[src/rtl/assert_macros.svh]
// assertion helper macros used by the top-level rtl file
`ifndef ASSERT_MACROS_SVH
`define ASSERT_MACROS_SVH

// property must hold at every rising edge outside reset
`define ASSERT_CLK(label, clk, rst, prop, msg) \
   label: assert property (@(posedge clk) disable iff (rst) prop) \
      else $error(msg);

// condition must never be seen at a rising edge outside reset
`define ASSERT_NEVER(label, clk, rst, cond, msg) \
   label: assert property (@(posedge clk) disable iff (rst) !(cond)) \
      else $error(msg);

`endif

[src/rtl/bdwt_pkg.sv]
// package: word types, register indexes and reset values for the debounce block
package bdwt_pkg;

   localparam int NOW_WIDTH          = 32;
   localparam int DEBOUNCE_WIDTH     = 16;
   localparam int IDLE_TIMEOUT_WIDTH = 24;
   localparam int CSR_DATA_WIDTH     = 24;

   localparam logic [DEBOUNCE_WIDTH-1:0]     DEBOUNCE_RESET     = 16'd60;
   localparam logic [IDLE_TIMEOUT_WIDTH-1:0] IDLE_TIMEOUT_RESET = 24'd30000;

   // register indexes of the csr port
   typedef enum logic [0:0] {
      CSR_DEBOUNCE_MS     = 1'b0,
      CSR_IDLE_TIMEOUT_MS = 1'b1
   } csr_index_type;

   // one poll
   typedef struct packed {
      logic [NOW_WIDTH-1:0] now_ms;
      logic                 left_level;
      logic                 right_level;
   } req_word_type;

   // one result
   typedef struct packed {
      logic left_event;
      logic left_pressed;
      logic right_event;
      logic right_pressed;
      logic wake_pulse;
      logic sleep_pulse;
      logic is_active;
   } rsp_word_type;

endpackage

[src/rtl/bdwt_if.sv]
// interfaces: poll channel and result channel with valid/ready handshake
interface bdwt_req_if;
   import bdwt_pkg::*;

   logic         valid;
   logic         ready;
   req_word_type word;

   modport source (output valid, output word, input ready);
   modport sink   (input valid, input word, output ready);
endinterface

interface bdwt_rsp_if;
   import bdwt_pkg::*;

   logic         valid;
   logic         ready;
   rsp_word_type word;

   modport source (output valid, output word, input ready);
   modport sink   (input valid, input word, output ready);
endinterface

[src/rtl/bdwt_button.sv]
// one button: stable level, debounce deadline and change acceptance
module bdwt_button #(
   parameter int TIME_WIDTH = 32
) (
   input  logic                  clock,
   input  logic                  reset,
   input  logic                  step,
   input  logic                  level,
   input  logic [TIME_WIDTH-1:0] now,
   input  logic [TIME_WIDTH-1:0] debounce,
   output logic                  accept
);

   logic                  stable_ff;
   logic                  stable_in;
   logic                  set_ff;
   logic                  set_in;
   logic [TIME_WIDTH-1:0] deadline_ff;
   logic [TIME_WIDTH-1:0] deadline_in;
   logic                  differ;
   logic                  passed;
   logic [TIME_WIDTH-1:0] since;

   // wrap-safe compare: deadline lies strictly before now
   always_comb begin
      differ = level != stable_ff;
      since  = now - deadline_ff;
      passed = (|since) && !since[TIME_WIDTH-1];
      accept = differ && (!set_ff || passed);
   end

   // any differing level restarts the quiet time
   always_comb begin
      stable_in   = accept ? level : stable_ff;
      deadline_in = differ ? now + debounce : deadline_ff;
      set_in      = set_ff | differ;
   end

   always_ff @(posedge clock) begin
      if (reset) begin
         stable_ff   <= 1'b1;
         set_ff      <= 1'b0;
         deadline_ff <= '0;
      end else if (step) begin
         stable_ff   <= stable_in;
         set_ff      <= set_in;
         deadline_ff <= deadline_in;
      end
   end

endmodule

[src/rtl/button_debounce_with_wake_timeout.sv]
// top level: two-button debounce with wake on change and sleep after inactivity
//
// req carries one poll word (millisecond timestamp, raw active-low levels of the
// left and right buttons); rsp returns exactly one result word per poll, in order.
// csr_wr_en writes csr_wdata to register csr_index (0 debounce_ms, 1
// idle_timeout_ms) at the clock edge; write only while no poll is in flight.
// A poll is registered in the input register on acceptance and evaluated from
// there; its result is loaded into the output register once that register is
// free, which raises rsp.valid.
// Throughput is one poll per cycle while rsp.ready stays high; the button and activity
// state is updated in the same cycle the result is loaded, so the next poll sees it at once.
// The output register and the input register form a two-entry buffer: while
// rsp.ready is low one more poll is taken, then req.ready drops until the
// result is taken. Results are held stable while stalled.
// Reset (synchronous, active high) empties both registers, sets both buttons
// released with expired deadlines, the block idle, and the registers to 60 ms
// and 30000 ms.
`include "assert_macros.svh"

module button_debounce_with_wake_timeout #(
   parameter int TIME_WIDTH = 32
) (
   input  logic                                   clock,
   input  logic                                   reset,
   bdwt_req_if.sink                               req,
   bdwt_rsp_if.source                             rsp,
   input  logic                                   csr_wr_en,
   input  bdwt_pkg::csr_index_type                csr_index,
   input  logic [bdwt_pkg::CSR_DATA_WIDTH-1:0]    csr_wdata
);

   import bdwt_pkg::*;

   logic [DEBOUNCE_WIDTH-1:0]     debounce_ff;
   logic [IDLE_TIMEOUT_WIDTH-1:0] idle_timeout_ff;

   logic                  s1_valid_ff;
   req_word_type          s1_word_ff;
   logic                  out_valid_ff;
   rsp_word_type          out_word_ff;
   rsp_word_type          out_word_in;

   logic                  active_ff;
   logic                  active_in;
   logic [TIME_WIDTH-1:0] idle_deadline_ff;
   logic [TIME_WIDTH-1:0] idle_deadline_in;

   logic                  out_free;
   logic                  s1_adv;
   logic                  req_take;

   logic [TIME_WIDTH-1:0] now_t;
   logic [TIME_WIDTH-1:0] debounce_t;
   logic [TIME_WIDTH-1:0] idle_t;
   logic [TIME_WIDTH-1:0] idle_since;
   logic                  left_accept;
   logic                  right_accept;
   logic                  active_mid;
   logic                  active_pre;
   logic                  idle_passed;
   logic                  go_sleep;

   // handshake and buffer control
   always_comb begin
      out_free  = !out_valid_ff || rsp.ready;
      s1_adv    = s1_valid_ff && out_free;
      req.ready = !s1_valid_ff || out_free;
      req_take  = req.valid && req.ready;
      rsp.valid = out_valid_ff;
      rsp.word  = out_word_ff;
   end

   // configuration registers
   always_ff @(posedge clock) begin
      if (reset) begin
         debounce_ff     <= DEBOUNCE_RESET;
         idle_timeout_ff <= IDLE_TIMEOUT_RESET;
      end else if (csr_wr_en) begin
         unique case (csr_index)
            CSR_DEBOUNCE_MS: begin
               debounce_ff <= csr_wdata[DEBOUNCE_WIDTH-1:0];
            end
            CSR_IDLE_TIMEOUT_MS: begin
               idle_timeout_ff <= csr_wdata[IDLE_TIMEOUT_WIDTH-1:0];
            end
         endcase
      end
   end

   // times at internal width
   always_comb begin
      now_t      = TIME_WIDTH'(s1_word_ff.now_ms);
      debounce_t = TIME_WIDTH'(debounce_ff);
      idle_t     = TIME_WIDTH'(idle_timeout_ff);
   end

   bdwt_button #(
      .TIME_WIDTH (TIME_WIDTH)
   ) u_left (
      .clock    (clock),
      .reset    (reset),
      .step     (s1_adv),
      .level    (s1_word_ff.left_level),
      .now      (now_t),
      .debounce (debounce_t),
      .accept   (left_accept)
   );

   bdwt_button #(
      .TIME_WIDTH (TIME_WIDTH)
   ) u_right (
      .clock    (clock),
      .reset    (reset),
      .step     (s1_adv),
      .level    (s1_word_ff.right_level),
      .now      (now_t),
      .debounce (debounce_t),
      .accept   (right_accept)
   );

   // activity: left first, then right, then the timeout check
   always_comb begin
      active_mid       = active_ff | left_accept;
      active_pre       = active_mid | right_accept;
      idle_deadline_in = (left_accept || right_accept) ? now_t + idle_t : idle_deadline_ff;
      idle_since       = now_t - idle_deadline_in;
      idle_passed      = (|idle_since) && !idle_since[TIME_WIDTH-1];
      go_sleep         = active_pre && idle_passed;
      active_in        = active_pre && !go_sleep;

      out_word_in.left_event    = left_accept && active_ff;
      out_word_in.left_pressed  = left_accept && active_ff && !s1_word_ff.left_level;
      out_word_in.right_event   = right_accept && active_mid;
      out_word_in.right_pressed = right_accept && active_mid && !s1_word_ff.right_level;
      out_word_in.wake_pulse    = (left_accept && !active_ff) || (right_accept && !active_mid);
      out_word_in.sleep_pulse   = go_sleep;
      out_word_in.is_active     = active_in;
   end

   // control registers
   always_ff @(posedge clock) begin
      if (reset) begin
         s1_valid_ff      <= 1'b0;
         out_valid_ff     <= 1'b0;
         active_ff        <= 1'b0;
         idle_deadline_ff <= '0;
      end else begin
         if (req_take) begin
            s1_valid_ff <= 1'b1;
         end else if (s1_adv) begin
            s1_valid_ff <= 1'b0;
         end
         if (s1_adv) begin
            out_valid_ff     <= 1'b1;
            active_ff        <= active_in;
            idle_deadline_ff <= idle_deadline_in;
         end else if (rsp.ready) begin
            out_valid_ff <= 1'b0;
         end
      end
   end

   // payload registers
   always_ff @(posedge clock) begin
      if (req_take) begin
         s1_word_ff <= req.word;
      end
      if (s1_adv) begin
         out_word_ff <= out_word_in;
      end
   end

   // checks
   `ASSERT_CLK(a_active_tracks_result, clock, reset, s1_adv |=> (rsp.word.is_active == active_ff), "result activity differs from state")
   `ASSERT_CLK(a_wake_only_from_idle, clock, reset, (s1_adv && active_ff) |=> !rsp.word.wake_pulse, "wake while already active")
   `ASSERT_CLK(a_sleep_needs_active, clock, reset, (s1_adv && !active_ff) |=> (!rsp.word.sleep_pulse || rsp.word.wake_pulse), "sleep from idle without wake")
   `ASSERT_NEVER(a_left_event_idle, clock, reset, s1_adv && !active_ff && out_word_in.left_event, "left event reported while idle")

endmodule
[src/flat_wrapper.sv]
// flat-port wrapper written by rule: the top's interface ports become plain ports
module button_debounce_with_wake_timeout_flat import bdwt_pkg::*;
#(
   parameter int TIME_WIDTH = 32
)
  (clock, reset, csr_wr_en, csr_index, csr_wdata, req_valid, req_word, req_ready, rsp_valid, rsp_word, rsp_ready);
  bdwt_req_if req_i ();
  bdwt_rsp_if rsp_i ();
  input  logic clock;
  input  logic reset;
  input  logic csr_wr_en;
  input  bdwt_pkg::csr_index_type csr_index;
  input  logic [bdwt_pkg::CSR_DATA_WIDTH-1:0] csr_wdata;
  input wire logic [$bits(req_i.valid)-1:0] req_valid;
  input wire logic [$bits(req_i.word)-1:0] req_word;
  output wire logic [$bits(req_i.ready)-1:0] req_ready;
  output wire logic [$bits(rsp_i.valid)-1:0] rsp_valid;
  output wire logic [$bits(rsp_i.word)-1:0] rsp_word;
  input wire logic [$bits(rsp_i.ready)-1:0] rsp_ready;
  assign req_i.valid = req_valid;
  assign req_i.word = req_word;
  assign req_ready = req_i.ready;
  assign rsp_valid = rsp_i.valid;
  assign rsp_word = rsp_i.word;
  assign rsp_i.ready = rsp_ready;
  button_debounce_with_wake_timeout #(.TIME_WIDTH(TIME_WIDTH)) u_core (.clock(clock), .reset(reset), .req(req_i), .rsp(rsp_i), .csr_wr_en(csr_wr_en), .csr_index(csr_index), .csr_wdata(csr_wdata));
endmodule
[config.mk]
export PLATFORM = sky130hd
export DESIGN_NAME = button_debounce_with_wake_timeout_flat
export DESIGN_NICKNAME = d
export VERILOG_FILES = /design/src/rtl/bdwt_pkg.sv /design/src/rtl/bdwt_if.sv /design/src/rtl/bdwt_button.sv /design/src/rtl/button_debounce_with_wake_timeout.sv /design/src/flat_wrapper.sv
export VERILOG_INCLUDE_DIRS = /design/src /design/src/rtl
export SDC_FILE = /design/constraint.sdc
export NUM_CORES = 1
export LEC_CHECK = 0
export ABC_CLOCK_PERIOD_IN_PS = 9500
export BUFFER_PORTS_ARGS = -buffer_cell sky130_fd_sc_hd__buf_4
export CAP_MARGIN = 20
export CORE_UTILIZATION = 62
export CTS_CLUSTER_DIAMETER = 120
export DETAILED_ROUTE_END_ITERATION = 8
export PLACE_DENSITY = 0.8
export SLEW_MARGIN = 20
export SYNTH_ARGS = -nofsm -noshare
export SYNTH_HDL_FRONTEND = slang
export SYNTH_SLANG_ARGS = --single-unit
[constraint.sdc]
create_clock -name clock -period 9.5 [get_ports clock]
set_input_delay 0.475 -clock clock [delete_from_list [all_inputs] [get_ports clock]]
set_output_delay 0.475 -clock clock [all_outputs]
set_load 0.05 [all_outputs]
After elaboration in Yosys (flattened, before gate mapping)
Cells that the tools add are included.
- register bits after elaboration: 184
- input port bits: 64
- output and inout port bits: 9
- logic and storage cells: 83
- add/subtract/negate cells: 5
- equality and inequality tests: 2
- mux-type cells: 5
- bitwise gates (word level): 5
- reduce and logical (&&, ||, !) cells: 44
- operators with widths (operator ; count):
    $reduce_or 32->1 ; 3
    $sub 32x32->32 ; 3
    $add 32x16->32 ; 1
    $add 32x24->32 ; 1
    $mux 32 ; 1
    $logic_and 1x1->1 ; 15
    $logic_not 1->1 ; 12
    $reduce_and 2->1 ; 6
    $logic_or 1x1->1 ; 6
    $mux 1 ; 4
    $or 1x1->1 ; 4
    $reduce_bool 2->1 ; 2
    $ne 1x1->1 ; 2
    $not 1->1 ; 1

Depth between registers and ports, before layout
- depth in word-level cells: 13
- gate-level depth with buffers: 31
- depth with buffers taken out: 29

Hierarchy
From an unflattened synthesis, not the netlist that was laid out.
- cells, all modules: 2235
- area, all modules: 17020.1 µm²
- modules (own cells, without submodules) (module ; times used ; cells an instance ; area each (µm²) ; seq. area each (µm²)):
    button_debounce_with_wake_timeout ; 1 ; 886 ; 7407.1 ; 2732.6
    bdwt_button at u_core.u_right ; 1 ; 687 ; 4840.9 ; 680.7
    bdwt_button at u_core.u_left ; 1 ; 662 ; 4772.1 ; 680.7

Worst setup path before layout
No wires, ideal clock.
- kind: flip-flop to flip-flop
- from: register u_core.s1_word_ff (netlist bit u_core.now_t[1])
- to: register u_core.out_word_ff (netlist bit u_core.rsp.word[1]) (data pin)
- setup time: 0.261 ns
- arrival: 6.965 ns
- required time: 9.239 ns
- slack: 2.275 ns
- cell stages (with the launch flop): 30
- buffers on the path: 1
- clock period less this slack: 7.225 ns
- cells stage by stage: edfxtp_1 -> inv_1 -> fa_1 -> xnor2_1 -> a2111oi_1 -> o221ai_1 -> a311o_1 -> a211o_1 -> a2111oi_1 -> nand4_1 -> nor4_2 -> a41oi_2 -> a21oi_4 -> buf_4 -> mux2i_1 -> inv_1 -> ha_1 -> nor2b_1 -> o21ai_0 -> a21oi_1 -> o41ai_1 -> o21ai_0 -> a31oi_1 -> nor2_1 -> a31oi_1 -> mux2_2 -> or4_1 -> nor4_1 -> nand4_1 -> o311a_1
- longest elaborated chain between the ends: 11
- elaborated cells between the ends (all ways): 22
- classes of those cells: add/sub (4); mux (1); bitwise (2); reduce/logical (15)
- RTL lines (element ; RTL line ; text):
    from (decl) ; button_debounce_with_wake_timeout.sv:38 ; req_word_type s1_word_ff;
    from (signal assigned) ; button_debounce_with_wake_timeout.sv:166 ; s1_word_ff <= req.word;
    $sub 32x32->32 ; bdwt_button.sv:27 ; since = now - deadline_ff;
    $reduce_or 32->1 or $logic_not 1->1 (tied branches) ; bdwt_button.sv:28 ; passed = (|since) && !since[TIME_WIDTH-1];
    $logic_and 1x1->1 ; bdwt_button.sv:28 ;
    $logic_or 1x1->1 ; bdwt_button.sv:29 ; accept = differ && (!set_ff || passed);
    $logic_and 1x1->1 ; bdwt_button.sv:29 ;
    $logic_or 1x1->1 ; button_debounce_with_wake_timeout.sv:125 ; idle_deadline_in = (left_accept || right_accept) ? now_t + idle_t : idle_deadline_ff;
    $mux 32 (*) ; button_debounce_with_wake_timeout.sv:125 ;
    net u_core.idle_deadline_in[1] ; button_debounce_with_wake_timeout.sv:46 ; logic [TIME_WIDTH-1:0] idle_deadline_in;
    $sub 32x32->32 (*) ; button_debounce_with_wake_timeout.sv:126 ; idle_since = now_t - idle_deadline_in;
    $reduce_or 32->1 or $logic_not 1->1 (tied branches) ; button_debounce_with_wake_timeout.sv:127 ; idle_passed = (|idle_since) && !idle_since[TIME_WIDTH-1];
    $logic_and 1x1->1 (*) ; button_debounce_with_wake_timeout.sv:127 ;
    $logic_and 1x1->1 (*) ; button_debounce_with_wake_timeout.sv:128 ; go_sleep = active_pre && idle_passed;
    net u_core.go_sleep ; button_debounce_with_wake_timeout.sv:61 ; logic go_sleep;
    to (signal assigned) ; button_debounce_with_wake_timeout.sv:169 ; out_word_ff <= out_word_in;
    to (decl) ; button_debounce_with_wake_timeout.sv:40 ; rsp_word_type out_word_ff;
Mark *: on every way through the listed nets, which the timed path passes. The rest lies on a longest branch.
A chain may end at the register's enable or synchronous reset.

Worst setup path after layout
- from: register u_core.s1_word_ff (netlist bit u_core.now_t[1])
- to: register u_core.out_word_ff (netlist bit u_core.rsp.word[1]) (data pin)
- longest elaborated chain between the ends: 11
- elaborated cells between the ends (all ways): 22
- classes of those cells: add/sub (4); mux (1); bitwise (2); reduce/logical (15)
- RTL lines (element ; RTL line):
    $sub 32x32->32 ; bdwt_button.sv:27
    $reduce_or 32->1 or $logic_not 1->1 (tied branches) ; bdwt_button.sv:28
    $logic_and 1x1->1 ; bdwt_button.sv:28
    $logic_or 1x1->1 ; bdwt_button.sv:29
    $logic_and 1x1->1 ; bdwt_button.sv:29
    $logic_or 1x1->1 (*) ; button_debounce_with_wake_timeout.sv:125
    $mux 32 (*) ; button_debounce_with_wake_timeout.sv:125
    net u_core.idle_deadline_in[0] ; button_debounce_with_wake_timeout.sv:46
    $sub 32x32->32 (*) ; button_debounce_with_wake_timeout.sv:126
    $reduce_or 32->1 or $logic_not 1->1 (tied branches) ; button_debounce_with_wake_timeout.sv:127
    $logic_and 1x1->1 (*) ; button_debounce_with_wake_timeout.sv:127
    $logic_and 1x1->1 (*) ; button_debounce_with_wake_timeout.sv:128
    net u_core.go_sleep ; button_debounce_with_wake_timeout.sv:61
Marks and branches as above.

==> metrics.yaml <==
final_cell_area_mm2: 0.0160
cts_setup_buffers: 0
peakVddDrop_mv: 0.104
arrival_ns: 8.83
n_fill_cell: 1914
ys_seq_elements: 184
slowest_delay_ns: 0.51
slowest_stage: "fa_1"
synth_edf_count: 41
synth_warnings: 0
drt_iter0_drc: 1478
ys_types: 80
cp_top_family: "compound AO/OA/AOI/OAI gates"
finalCriticalPeriod_ns: 8.64
core_mm2: 0.0229
synth_nets: 2108
grt_start_max_net_pins: 55
gr-usage-met1_pct: 46.3
grt_first_pass_wirelength_um: 71100
r2r_cells: 29
preCtsSetupSlack_ns: 1.06
drt-pass1-iter-count: 6
power-per-cell-area_mw_per_mm2: 168
finClkSkew_ns: 0.0199
postSynthAreaPerCell_um2: 7.67
maxSlewHeadroom_pct: 27.5
grtUsageTotal_pct: 37.8
holdCritStartpoint: "req_word[12]"
seq_area_frac_synth_pct: 28.0
stdcell_count: 2257
cts_tree: "done"
fin_nets: 2133
io_pins: 73
r2r_end: "u_core.rsp.word[1]$_DFFE_PP_"
antenna_found_initial: 1
synthArstFlopShare_pct: 0
grt_setup_unrepaired: "false"
die_h_um: 156
r2r_slack_ns: 0.86
postPlaceCellArea_mm2: 0.0154
reg2reg_from: "u_core.now_t[1]$_DFFE_PP_"
setup_slack_ns: 0.860
root_buffer: "clkbuf_16"
clkLatencyLatePin_ns: 0.45
slew_violations: 0
critPathRequiredTime_ns: 9.69
critPathMaxFanout: 26
grtUsageMet3_pct: 5.94
cts_resized: 0
finalCritPeriodShare_pct: 91.0
path_class: "reg2reg"
numCtsBuffers: 17
drive_above_1_share_pct: 7.36
fmax_ghz: 0.116
routabilityCongestion: 1.03
setup_viol: 0
tightestPinTransition_ns: 1.09
syn-cell-area_mm2: 0.0146
route.detailed.drc: 0
overflow: 0
holdCritPathClass: "in2reg"
portBuffers: 72
outcome: "finished clean"
clk_pin_slew_ns: 0.09
row_count: 55
setup_tns_ns: 0
grt-busiest-layer: "met2"
yosys_most_used_dff: "dfxtp_1"
routed_wl_um: 45500
start_util_pct: 63.8
drt-vias-per-instance: 6.40
grt_pass1_vias: 13700
hold_path_end: "u_core.now_t[10]$_DFFE_PP_"
crit_path_start_kind: "flip-flop"
wl_per_cell_um: 20.2
crit_buf_inv: 2
grtUsageMet2_pct: 66.4
fp.dieArea_mm2: 0.0242
clock_path_buffers: 2
maxCapViolations: 0
antenna_left: 0
h-tree-depth: 4
dpl.hpwl_um: 34600
dpl.cell_count: 2225
hold_viol: 0
end_kind: "flip-flop"
cts_hold_buf: 0
cpMostUsedCell: "a21oi_1"
numClockSinks: 184
die_x_um: 156
power.leakage_nw: 6.39
syn_inst: 1906
min_path_cells: 1
syn2layout_area_growth_pct: 9.37
dr_total_vias: 14400
n_antenna_cell: 0
[cell usage after synthesis, types with 6 or more instances]
| master | number | area share [%] |
|---|---|---|
| nand2_1 | 244 | 6.3 |
| o21ai_0 | 111 | 3.8 |
| ha_1 | 133 | 11 |
| nand4_1 | 28 | 1.2 |
| a21boi_0 | 9 | 0.46 |
| o2111ai_1 | 7 | 0.42 |
| a211oi_1 | 52 | 2.7 |
| and2_1 | 13 | 0.56 |
| nor3_1 | 33 | 1.1 |
| inv_1 | 116 | 3.0 |
| o31a_1 | 6 | 0.36 |
| a21o_1 | 49 | 2.5 |
| dfxtp_1 | 143 | 20 |
| a21oi_1 | 236 | 8.1 |
| a31oi_1 | 23 | 0.98 |
| and3_1 | 20 | 0.86 |
| o21bai_1 | 14 | 0.72 |
| nor4_1 | 7 | 0.30 |
| nand3_1 | 46 | 1.6 |
| mux2i_1 | 27 | 1.8 |
| nor3b_1 | 6 | 0.31 |
| edfxtp_1 | 41 | 8.4 |
| xor2_1 | 47 | 2.8 |
| nor2b_1 | 21 | 0.90 |
| or3_1 | 10 | 0.43 |
| buf_2 | 8 | 0.27 |
| nor2_1 | 154 | 4.0 |
| o21a_1 | 17 | 0.87 |
| o221ai_1 | 6 | 0.36 |
| xnor2_1 | 50 | 3.0 |
| or4_1 | 6 | 0.31 |
| clkbuf_1 | 74 | 1.9 |
| nand2b_1 | 28 | 1.2 |
| o211ai_1 | 16 | 0.82 |
[flip-flops by register name, summed over array words and instances, names as in the netlist]
register,cells
u_core.u_left.set_ff,1
u_core.debounce_ff,16
u_core.s1_valid_ff,1
u_core.u_right.set_ff,1
u_core.u_left.deadline_ff,32
u_core.now_t,32
u_core.u_right.stable_ff,1
u_core.active_ff,1
u_core.rsp.valid,1
u_core.idle_deadline_ff,32
u_core.u_left.stable_ff,1
u_core.idle_timeout_ff,24
u_core.rsp.word,7
u_core.u_right.deadline_ff,32
u_core.s1_word_ff,2
[metrics by stage]
step	power [W]	util [%]	hold WS [ns]
final	0.00268	69.8	0.192
after global routing	0.00281	69.8	0.180
after CTS	0.00266	69.8	0.187
after floorplan	0.00164	-	0.433
after global placement	0.00189	67.1	0.443
after detailed placement	0.00190	67.1	0.447
[worst max path at each step]
stage,slack (ns),cells after the start,from,endpoint
after floorplan,2.27,29,u_core.now_t[1]$_DFFE_PP_,u_core.rsp.word[1]$_DFFE_PP_
after global placement,1.23,28,u_core.now_t[1]$_DFFE_PP_,u_core.rsp.word[1]$_DFFE_PP_
after detailed placement,1.06,28,u_core.now_t[1]$_DFFE_PP_,u_core.rsp.word[1]$_DFFE_PP_
after CTS,1.0,28,u_core.now_t[1]$_DFFE_PP_,u_core.rsp.word[1]$_DFFE_PP_
after global routing,0.34,29,u_core.now_t[1]$_DFFE_PP_,u_core.rsp.word[1]$_DFFE_PP_
final,0.86,29,u_core.now_t[1]$_DFFE_PP_,u_core.rsp.word[1]$_DFFE_PP_
[power breakdown]
| group | internal [W] | switching (W) | total [W] |
|---|---|---|---|
| Sequential | 0.000851 | 0.0000422 | 0.000893 |
| Combinational | 0.000393 | 0.000632 | 0.00103 |
| Clock | 0.000383 | 0.000382 | 0.000765 |
[area by class of cell]
type / count / area [um^2] / share of cell area (%)
clock buffers: 17 / 425 / 2.66
clock inverters: 15 / 199 / 1.24
inverters: 116 / 435 / 2.72
multi-input cells: 1521 / 9760 / 61.0
flip-flops and latches: 184 / 4090 / 25.6
well taps: 313 / 392 / 2.45
repair buffers: 91 / 683 / 4.27
[placed cells by master (no fill, tap or decap), types with 20 or more instances in the layout]
cell type | netlist | final
a211oi_1 | 52 | 52
a21o_1 | 49 | 49
a21oi_1 | 236 | 236
a31oi_1 | 23 | 23
and3_1 | 20 | 20
buf_4 | 1 | 91
dfxtp_1 | 143 | 143
edfxtp_1 | 41 | 41
ha_1 | 133 | 133
inv_1 | 116 | 116
mux2i_1 | 27 | 27
nand2_1 | 244 | 244
nand2b_1 | 28 | 28
nand3_1 | 46 | 46
nand4_1 | 28 | 28
nor2_1 | 154 | 153
nor2b_1 | 21 | 21
nor3_1 | 33 | 33
o21ai_0 | 111 | 111
xnor2_1 | 50 | 50
xor2_1 | 47 | 47
[layer usage]
metal  up-vias  share of wire [%]
met4         2                3.2
met2       594                 49
met5         -              0.029
li1       6924                  -
met3       118                7.1
met1      6809                 41
[logic make-up after synthesis]
logic type	Yosys count	share of synthesized area, %
buffers and inverters	201	5.25
flip-flops	184	28.0
AND/OR/NAND/NOR	641	20.4
multiplexers	31	2.16
XOR/XNOR	97	5.81
AO/OA/AOI/OAI	614	26.3
adder cells (fa/ha/maj)	138	12.1
(Power assumes the default switching activity.)
